[config.mk]
export PLATFORM = sky130hd
export DESIGN_NAME = touch_detector_baseline_debounce_unit
export DESIGN_NICKNAME = d
export VERILOG_FILES = /design/src/sv/tdbd_pkg.sv /design/src/sv/touch_detector_baseline_debounce_unit.sv
export SDC_FILE = /design/constraint.sdc
export NUM_CORES = 2
export LEC_CHECK = 0
export BUFFER_PORTS_ARGS = -buffer_cell sky130_fd_sc_hd__buf_4
export CORE_MARGIN = 5
export CORE_UTILIZATION = 58
export DETAILED_ROUTE_END_ITERATION = 16
export GPL_TIMING_DRIVEN = 1
export PLACE_DENSITY = 0.74
export REMOVE_ABC_BUFFERS = 1
export SLEW_MARGIN = 20
export SYNTH_ARGS = -nofsm -noshare
export SYNTH_HDL_FRONTEND = slang
export SYNTH_SLANG_ARGS = --single-unit
[constraint.sdc]
create_clock -name clk -period 11.6 [get_ports clk]
set_clock_uncertainty 0.05 [all_clocks]
set_input_delay 1.74 -clock clk [delete_from_list [all_inputs] [get_ports clk]]
set_output_delay 1.74 -clock clk [all_outputs]
set_load 0.1 [all_outputs]
[src/sv/tdbd_pkg.sv]
`timescale 1ns / 1ps
// ----------------------------------------------------------------------------
// tdbd_pkg: shared types and constants of the touch detector
// Transaction payload structs, register indexes, ring sizing and reset values.
// ----------------------------------------------------------------------------
package tdbd_pkg;

  // Ring sizing
  localparam int RING_DEPTH = 32;
  localparam int SLOT_W     = $clog2(RING_DEPTH);
  localparam int SAMPLE_W   = 32;
  localparam int AVG_W      = SAMPLE_W - SLOT_W;

  // Configuration register widths and reset values
  localparam int MARGIN_W   = 4;
  localparam int DEBOUNCE_W = 8;
  localparam int THR_W      = SAMPLE_W + MARGIN_W;
  localparam int CFG_IDX_W  = 1;
  localparam int CFG_DATA_W = 8;

  localparam logic [MARGIN_W-1:0]   MARGIN_RST   = MARGIN_W'(2);
  localparam logic [DEBOUNCE_W-1:0] DEBOUNCE_RST = DEBOUNCE_W'(100);

  // Register indexes
  localparam logic [CFG_IDX_W-1:0] REG_TOUCH_MARGIN   = CFG_IDX_W'(0);
  localparam logic [CFG_IDX_W-1:0] REG_DEBOUNCE_COUNT = CFG_IDX_W'(1);

  typedef struct packed {
    logic [SAMPLE_W-1:0] charge_time;
    logic                rebaseline;
  } tdbd_in_t;

  typedef struct packed {
    logic             touched;
    logic [AVG_W-1:0] average;
  } tdbd_out_t;

endpackage

[src/sv/touch_detector_baseline_debounce_unit.sv]
`timescale 1ns / 1ps
// Takes one transaction per clock cycle while in_ready is high: a charge-time
// sample or a rebaseline request goes in, and one result with the debounced
// touch flag and the ring average is registered; one item per cycle is
// sustained while the receiver keeps up. The single ring read-modify-write
// with its running sum feeds the threshold compare and debounce countdown; a
// two-entry output buffer keeps the input open while one result waits.
// ----------------------------------------------------------------------------
// touch_detector_baseline_debounce_unit
// Moving-average baseline capture with a debounced touch threshold.
// ----------------------------------------------------------------------------
module touch_detector_baseline_debounce_unit (
  input  logic                                    clk,
  input  logic                                    rst_n,
  input  logic                                    in_valid,
  output logic                                    in_ready,
  input  tdbd_pkg::tdbd_in_t                      in_data,
  output logic                                    out_valid,
  input  logic                                    out_ready,
  output tdbd_pkg::tdbd_out_t                     out_data,
  input  logic                                    cfg_valid,
  output logic                                    cfg_ready,
  input  logic [tdbd_pkg::CFG_IDX_W-1:0]          cfg_index,
  input  logic [tdbd_pkg::CFG_DATA_W-1:0]         cfg_data
);

  // Configuration registers
  logic [tdbd_pkg::MARGIN_W-1:0]   margin_r;
  logic [tdbd_pkg::DEBOUNCE_W-1:0] debounce_r;

  // Detector state
  logic [tdbd_pkg::SAMPLE_W-1:0]   ring_mem [tdbd_pkg::RING_DEPTH];
  logic [tdbd_pkg::SAMPLE_W-1:0]   old_r;
  logic [tdbd_pkg::RING_DEPTH-1:0] ring_vld_r, ring_vld_nxt;
  logic [tdbd_pkg::SLOT_W-1:0]     slot_r, slot_nxt;
  logic [tdbd_pkg::SAMPLE_W-1:0]   sum_r, sum_nxt;
  logic                            base_ready_r, base_ready_nxt;
  logic [tdbd_pkg::SAMPLE_W-1:0]   baseline_r, baseline_nxt;
  logic                            flag_r, flag_nxt;
  logic [tdbd_pkg::DEBOUNCE_W-1:0] hold_r, hold_nxt;

  // Output buffer
  logic                            out_vld_r, out_vld_nxt;
  logic                            skid_vld_r, skid_vld_nxt;
  tdbd_pkg::tdbd_out_t             out_r, out_nxt;
  tdbd_pkg::tdbd_out_t             skid_r, skid_nxt;

  // Datapath signals
  logic                            acc;
  logic                            pop;
  logic [tdbd_pkg::SAMPLE_W-1:0]   old_sample;
  logic [tdbd_pkg::SAMPLE_W-1:0]   new_sum;
  logic [tdbd_pkg::AVG_W-1:0]      avg;
  logic                            capture;
  logic [tdbd_pkg::THR_W-1:0]      threshold;
  logic                            qual;
  logic [tdbd_pkg::DEBOUNCE_W-1:0] hold_base;
  logic [tdbd_pkg::DEBOUNCE_W-1:0] hold_dec;
  tdbd_pkg::tdbd_out_t             result;

  assign cfg_ready = 1'b1;
  assign in_ready  = !skid_vld_r;
  assign acc       = in_valid && in_ready;
  assign pop       = out_vld_r && out_ready;
  assign out_valid = out_vld_r;
  assign out_data  = out_r;

  // Write configuration registers
  always_ff @(posedge clk) begin
    if (!rst_n) begin
      margin_r   <= tdbd_pkg::MARGIN_RST;
      debounce_r <= tdbd_pkg::DEBOUNCE_RST;
    end else if (cfg_valid && cfg_ready) begin
      case (cfg_index)
        tdbd_pkg::REG_TOUCH_MARGIN: begin
          margin_r <= cfg_data[tdbd_pkg::MARGIN_W-1:0];
        end
        tdbd_pkg::REG_DEBOUNCE_COUNT: begin
          debounce_r <= cfg_data[tdbd_pkg::DEBOUNCE_W-1:0];
        end
        default: begin
        end
      endcase
    end
  end

  // Use the prefetched oldest sample; a slot never written since clear reads as zero
  assign old_sample = ring_vld_r[slot_r] ? old_r : '0;
  assign new_sum    = sum_r - old_sample + in_data.charge_time;
  assign avg        = tdbd_pkg::AVG_W'(new_sum / tdbd_pkg::RING_DEPTH);
  assign capture    = (slot_r == tdbd_pkg::SLOT_W'(tdbd_pkg::RING_DEPTH - 1)) && !base_ready_r;
  assign threshold  = tdbd_pkg::THR_W'(baseline_r) * tdbd_pkg::THR_W'(margin_r);

  // Qualify the average; on the capture step the threshold is avg times margin
  always_comb begin
    if (capture) begin
      qual = (margin_r == '0) && (avg != '0);
    end else if (flag_r) begin
      qual = tdbd_pkg::THR_W'(avg) < threshold;
    end else begin
      qual = tdbd_pkg::THR_W'(avg) > threshold;
    end
  end

  assign hold_base = capture ? debounce_r : hold_r;
  assign hold_dec  = hold_base - tdbd_pkg::DEBOUNCE_W'(1);

  // Advance the detector state for one accepted transaction
  always_comb begin
    ring_vld_nxt   = ring_vld_r;
    slot_nxt       = slot_r;
    sum_nxt        = sum_r;
    base_ready_nxt = base_ready_r;
    baseline_nxt   = baseline_r;
    flag_nxt       = flag_r;
    hold_nxt       = hold_r;
    result.touched = 1'b0;
    result.average = '0;
    if (acc) begin
      if (in_data.rebaseline) begin
        ring_vld_nxt   = '0;
        slot_nxt       = '0;
        sum_nxt        = '0;
        base_ready_nxt = 1'b0;
        baseline_nxt   = '0;
        flag_nxt       = 1'b0;
        hold_nxt       = debounce_r;
      end else begin
        ring_vld_nxt[slot_r] = 1'b1;
        sum_nxt              = new_sum;
        if (slot_r == tdbd_pkg::SLOT_W'(tdbd_pkg::RING_DEPTH - 1)) begin
          slot_nxt = '0;
        end else begin
          slot_nxt = slot_r + tdbd_pkg::SLOT_W'(1);
        end
        if (capture) begin
          base_ready_nxt = 1'b1;
          baseline_nxt   = tdbd_pkg::SAMPLE_W'(avg);
        end
        if (capture || base_ready_r) begin
          if (qual) begin
            if (hold_dec == '0) begin
              flag_nxt = !flag_r;
              hold_nxt = debounce_r;
            end else begin
              hold_nxt = hold_dec;
            end
          end else begin
            hold_nxt = debounce_r;
          end
        end
        result.touched = flag_nxt;
        result.average = avg;
      end
    end
  end

  // Hold or move results through the output register and skid stage
  always_comb begin
    out_vld_nxt  = out_vld_r;
    out_nxt      = out_r;
    skid_vld_nxt = skid_vld_r;
    skid_nxt     = skid_r;
    if (pop || !out_vld_r) begin
      if (skid_vld_r) begin
        out_vld_nxt  = 1'b1;
        out_nxt      = skid_r;
        skid_vld_nxt = 1'b0;
      end else if (acc) begin
        out_vld_nxt = 1'b1;
        out_nxt     = result;
      end else begin
        out_vld_nxt = 1'b0;
      end
    end else if (acc) begin
      skid_vld_nxt = 1'b1;
      skid_nxt     = result;
    end
  end

  // Control registers
  always_ff @(posedge clk) begin
    if (!rst_n) begin
      ring_vld_r   <= '0;
      slot_r       <= '0;
      sum_r        <= '0;
      base_ready_r <= 1'b0;
      baseline_r   <= '0;
      flag_r       <= 1'b0;
      hold_r       <= tdbd_pkg::DEBOUNCE_RST;
      out_vld_r    <= 1'b0;
      skid_vld_r   <= 1'b0;
    end else begin
      ring_vld_r   <= ring_vld_nxt;
      slot_r       <= slot_nxt;
      sum_r        <= sum_nxt;
      base_ready_r <= base_ready_nxt;
      baseline_r   <= baseline_nxt;
      flag_r       <= flag_nxt;
      hold_r       <= hold_nxt;
      out_vld_r    <= out_vld_nxt;
      skid_vld_r   <= skid_vld_nxt;
    end
  end

  // Payload registers
  always_ff @(posedge clk) begin
    out_r  <= out_nxt;
    skid_r <= skid_nxt;
  end

  // Write the sample ring
  always_ff @(posedge clk) begin
    if (acc && !in_data.rebaseline) begin
      ring_mem[slot_r] <= in_data.charge_time;
    end
  end

  // Prefetch the slot that the next transaction overwrites
  always_ff @(posedge clk) begin
    old_r <= ring_mem[slot_nxt];
  end

  // Skid stage only fills behind a waiting result
  a_skid_behind_out: assert property (@(posedge clk) disable iff (!rst_n)
    skid_vld_r |-> out_vld_r)
    else $error("skid stage holds a result with the output register empty");

  // Rebaseline clears the running sum and baseline capture
  a_rebase_clears: assert property (@(posedge clk) disable iff (!rst_n)
    acc && in_data.rebaseline |=> !base_ready_r && sum_r == '0 && !flag_r)
    else $error("rebaseline left detector state behind");

  // Touch flag moves only on an accepted transaction
  a_flag_stable: assert property (@(posedge clk) disable iff (!rst_n)
    !acc |=> $stable(flag_r))
    else $error("touch flag changed without a transaction");

  // No touch before a baseline is captured
  a_no_touch_early: assert property (@(posedge clk) disable iff (!rst_n)
    !base_ready_r |-> !flag_r)
    else $error("touch flag set before baseline capture");

endmodule

==> summary.md <==
| Metric | Value |
|---|---|
| First-pass GRT wire length | roughly 220000 µm |
| P_int | roughly 7.7 mW |
| Seq cells post-synth | roughly 1200 |
| Rows | 113 |
| Max-slew violations | 0 |
| Die Wd | around 320 µm |
| Hold Crit Class | flip-flop to flip-flop |
| Vias in the first global route | between 30000 and 40000 |
| Max cap viols | 0 |
| RSZ-0062 raised after global routing | false |
| Drt via density | between 6 and 7 |
| Logic pwr share | 0.176 |
| P&R area growth vs syn | 10.29% |
| Largest area contributor in the netlist | edfxtp_1 |
| Buf/Inv on CP | 3 |
| Drt initial violations | ~4400 |
| Design Power | roughly 11 mW |
| Via count | 37120 |
| Die area | between 100000 and 150000 µm² |
| Worst R2R Start | slot_r[0] |
| Clk pin slew, worst setup/hold paths | approximately 0.060 ns |
| DRT Wirelength | 145000 µm |
| GRT overflow | 0 |
| Worst R2R Setup Slack | roughly 3.3 ns |
| Initial Util | 0.5852 |
| Synth warnings | 0 |
| Top Ports | approximately 80 |
| Fmax | 121.0 MHz |
| Largest net degree at the start of global routing | between 200 and 250 |
| CP max stage delay | 0.74 ns |
| Mean Syn Cell Area | 12.09 µm² |
| Synth Instances | 4604 |
| Worst slew margin | 0.2433 |
| WHS Endpoint | ring_vld_r[7] |
| Post-Syn Area | roughly 56000 µm² |
| Crit path DAT | 8.77 ns |
| Critical path class | flip-flop to flip-flop |
| H-Tree Depth | 3 |
| CTS buffer count | 120 |
| Hold depth | 2 |
| Placed Instances | ~5700 |
| Clock network power share | 0.356 |
| Fin nets | about 4800 |
| DRC viols | 0 |
| Sequential element share of the synthesized area | 0.6371 |
| DR pass1 iterations | 6 |
| Clock Latency Late Sink | about 0.72 ns |
| Initial antenna violation count | 2 |
| Synth top area cells | edfxtp_1 (58%), dfxtp_1 (5.5%), nand2_1 (5.4%), a211oi_1 (4.8%), and2_1 (3.6%) |
| Top Family by Delay on Critical Path | compound AO/OA/AOI/OAI gates |
| Leakage power | 21.59 nW |
| CTS tree | built |
| CP endpoint kind | flip-flop |
| Root Driver | clkbuf_16 |
| Switching Share | 0.2807 |
| Asr flop ratio synth | 0 |
| Ys flop type | edfxtp_1 |
| R2r endpoint | hold_r[1] |
| Hold buffer count at cts | 0 |
| Worst vdd ir | around 0.16 mV |
| Reg2reg path depth | 28 |
| Die H | 319.8 µm |
| ANT nets after route | 0 |
| Hold Path Origin | ring_vld_r[7] |
| Share of post-route cells with drive strength above 1 | 0.08522 |
| Endpoints failing hold | 0 |
| Tmin final | roughly 8.3 ns |
| Slowest-stage cell, CP | o41ai_1 |
| Synth top area share | 0.5824 |
| Floorplan core area | between 90000 and 100000 µm² |
| Non-Filler Instances | approximately 5900 |
| Dpl ws | between 2 and 3 ns |
| GRT Util Overall | 0.2774 |
| # port buffers | 76 |
| Critical path required time | between 10 and 15 ns |
| Clk buf depth | 3 |
| Final HPWL DP | 81100 µm |
| Final period util | 0.7123 |
| Fin util | 0.6454 |
| Pwr dens | ~170 nW/µm² |
| Final setup fails | 0 |
| Slew @ Worst Pin | around 1.1 ns |
| PnR worst setup slack | approximately 3.3 ns |
| Clock sinks | 1232 |
| Final RePlAce weighted congestion | roughly 0.94 |
| EDFF count, synth | 1080 |
| Synth cell types | between 80 and 90 |
| Worst setup SP type | flip-flop |
| Postcts setup bufs | 0 |
| Flop pwr share | 0.467 |
| Switch Pwr | 2.995 mW |
| Post-CTS sizing | 0 |
| Wirelength per Cell | 24.44 µm |
| Fin Hold WS | 0.4056 ns |
| Critical path peak fanout | 33 |
| Status | finished clean |
-- tightest hold or removal path: cells and delay by family (launching register included) --
| kind | cells | cell delay (ns) |
|---|---|---|
| and+or+nand+nor | 1 | 0.04 |
| DFF | 1 | 0.32 |
| AOI/OAI and AO/OA | 1 | 0.06 |
-- layout make-up --
class / count / area, µm²
Timing Repair Buffer: 143 / 1149
Multi-Input combinational cell: 2843 / 18520
Tap cell: 1265 / 1583
Sequential cell: 1232 / 35480
Clock inverter: 58 / 538.0
Inverter: 225 / 844.6
Fill cell: 6939 / 33740
Clock buffer: 169 / 3301
Antenna cell: 1 / 2.502
-- how the worst max path moves through the flow --
stage | to | cells past startpoint | from | slack [ns]
detailed placement | hold_r[1] | 28 | slot_r[0] | 2.99
global placement | hold_r[1] | 28 | slot_r[0] | 3.19
floorplan | old_r[0] | 8 | in_valid | -21.09
CTS | hold_r[1] | 28 | slot_r[0] | 2.95
global route | hold_r[5] | 28 | slot_r[0] | 2.65
finish | hold_r[1] | 28 | slot_r[0] | 3.34
-- synthesized netlist by cell type (all sizes together) (24+ instances only) --
library cell,count
edfxtp,1080
nand2,794
a211oi,360
and2,331
clkbuf,279
a21oi,237
inv,225
dfxtp,152
nor2,148
a31oi,145
a311oi,132
ha,101
o21ai,84
fa,81
a21o,60
nand3,44
xor2,31
nor3,28
mux2i,27
buf,25
xnor2,24
-- power by group through the flow --
stage	clock network (mW)	registers [mW]	logic [mW]
final	3.80	4.98	1.88
after global routing	4.04	4.99	2.05
after CTS	3.85	4.98	1.85
after floorplan	0	5.23	1.28
after global placement	0	5.07	1.82
after detailed placement	0	5.08	1.84
-- cell families (layout without fill, tap and decap cells) --
kind of cell / count (synthesis) / after routing / share of synthesized area
and+or+nand+nor: 1447 / 1447 / 0.1198
DFF: 1232 / 1232 / 0.6371
AOI/OAI and AO/OA: 1122 / 1122 / 0.1395
buffers and inverters: 529 / 595 / 0.03640
adders and majority gates: 182 / 182 / 0.05182
xor gates and xnor gates: 55 / 55 / 0.008651
muxes: 36 / 36 / 0.006674
other: 1 / 2 / 0.00006735
-- routing by layer --
metal,global-route usage,part of all wire
met4,0.1050,0.039
met2,0.4329,0.46
met5,0,0.000090
met3,0.04882,0.092
met1,0.3959,0.41
-- metrics by stage --
stage          setup TNS, ns  instance area (µm²)
6_report                   0                61410
2_1_floorplan        -704.40                54500
3_3_place_gp               0                57560
3_5_place_dp               0                57560
5_1_grt                    0                61410
4_1_cts                    0                61400
-- flip-flops by register name, summed over array words and instances, names as in the netlist, 4 cells and up --
signal	count
sum_r	32
hold_r	8
margin_r	4
debounce_r	8
skid_r	28
ring_mem	1024
out_data	28
baseline_r	27
old_r	32
ring_vld_r	32
slot_r	5
-- layout by cell type (no fill, tap or decap), types with 8 or more instances in the layout --
cell | synthesis | routed
a21oi_1 | 234 | 231
edfxtp_1 | 1080 | 1080
dfxtp_1 | 152 | 150
bufinv_16 | 0 | 8
nor2_4 | 0 | 32
o21a_1 | 8 | 8
clkinv_1 | 0 | 19
mux2i_1 | 27 | 27
xor2_1 | 31 | 31
fa_1 | 81 | 81
a211oi_1 | 359 | 359
a311oi_1 | 131 | 131
o211ai_1 | 11 | 11
inv_1 | 223 | 222
a31oi_1 | 145 | 145
o31ai_1 | 16 | 16
clkbuf_16 | 0 | 123
mux2_2 | 9 | 9
nor2_1 | 148 | 115
nand2b_1 | 18 | 18
nor3_1 | 28 | 28
xnor2_1 | 24 | 24
and2_1 | 324 | 324
and3_1 | 8 | 8
or2_2 | 8 | 8
ha_1 | 101 | 101
nand4_1 | 11 | 11
nor2b_1 | 15 | 14
buf_4 | 1 | 137
nand3_1 | 44 | 44
a21o_1 | 60 | 60
clkinv_2 | 0 | 19
a22oi_1 | 10 | 9
clkbuf_1 | 279 | 41
nand2_1 | 794 | 793
o21ai_0 | 73 | 73
Power figures use the tool's default switching activity.
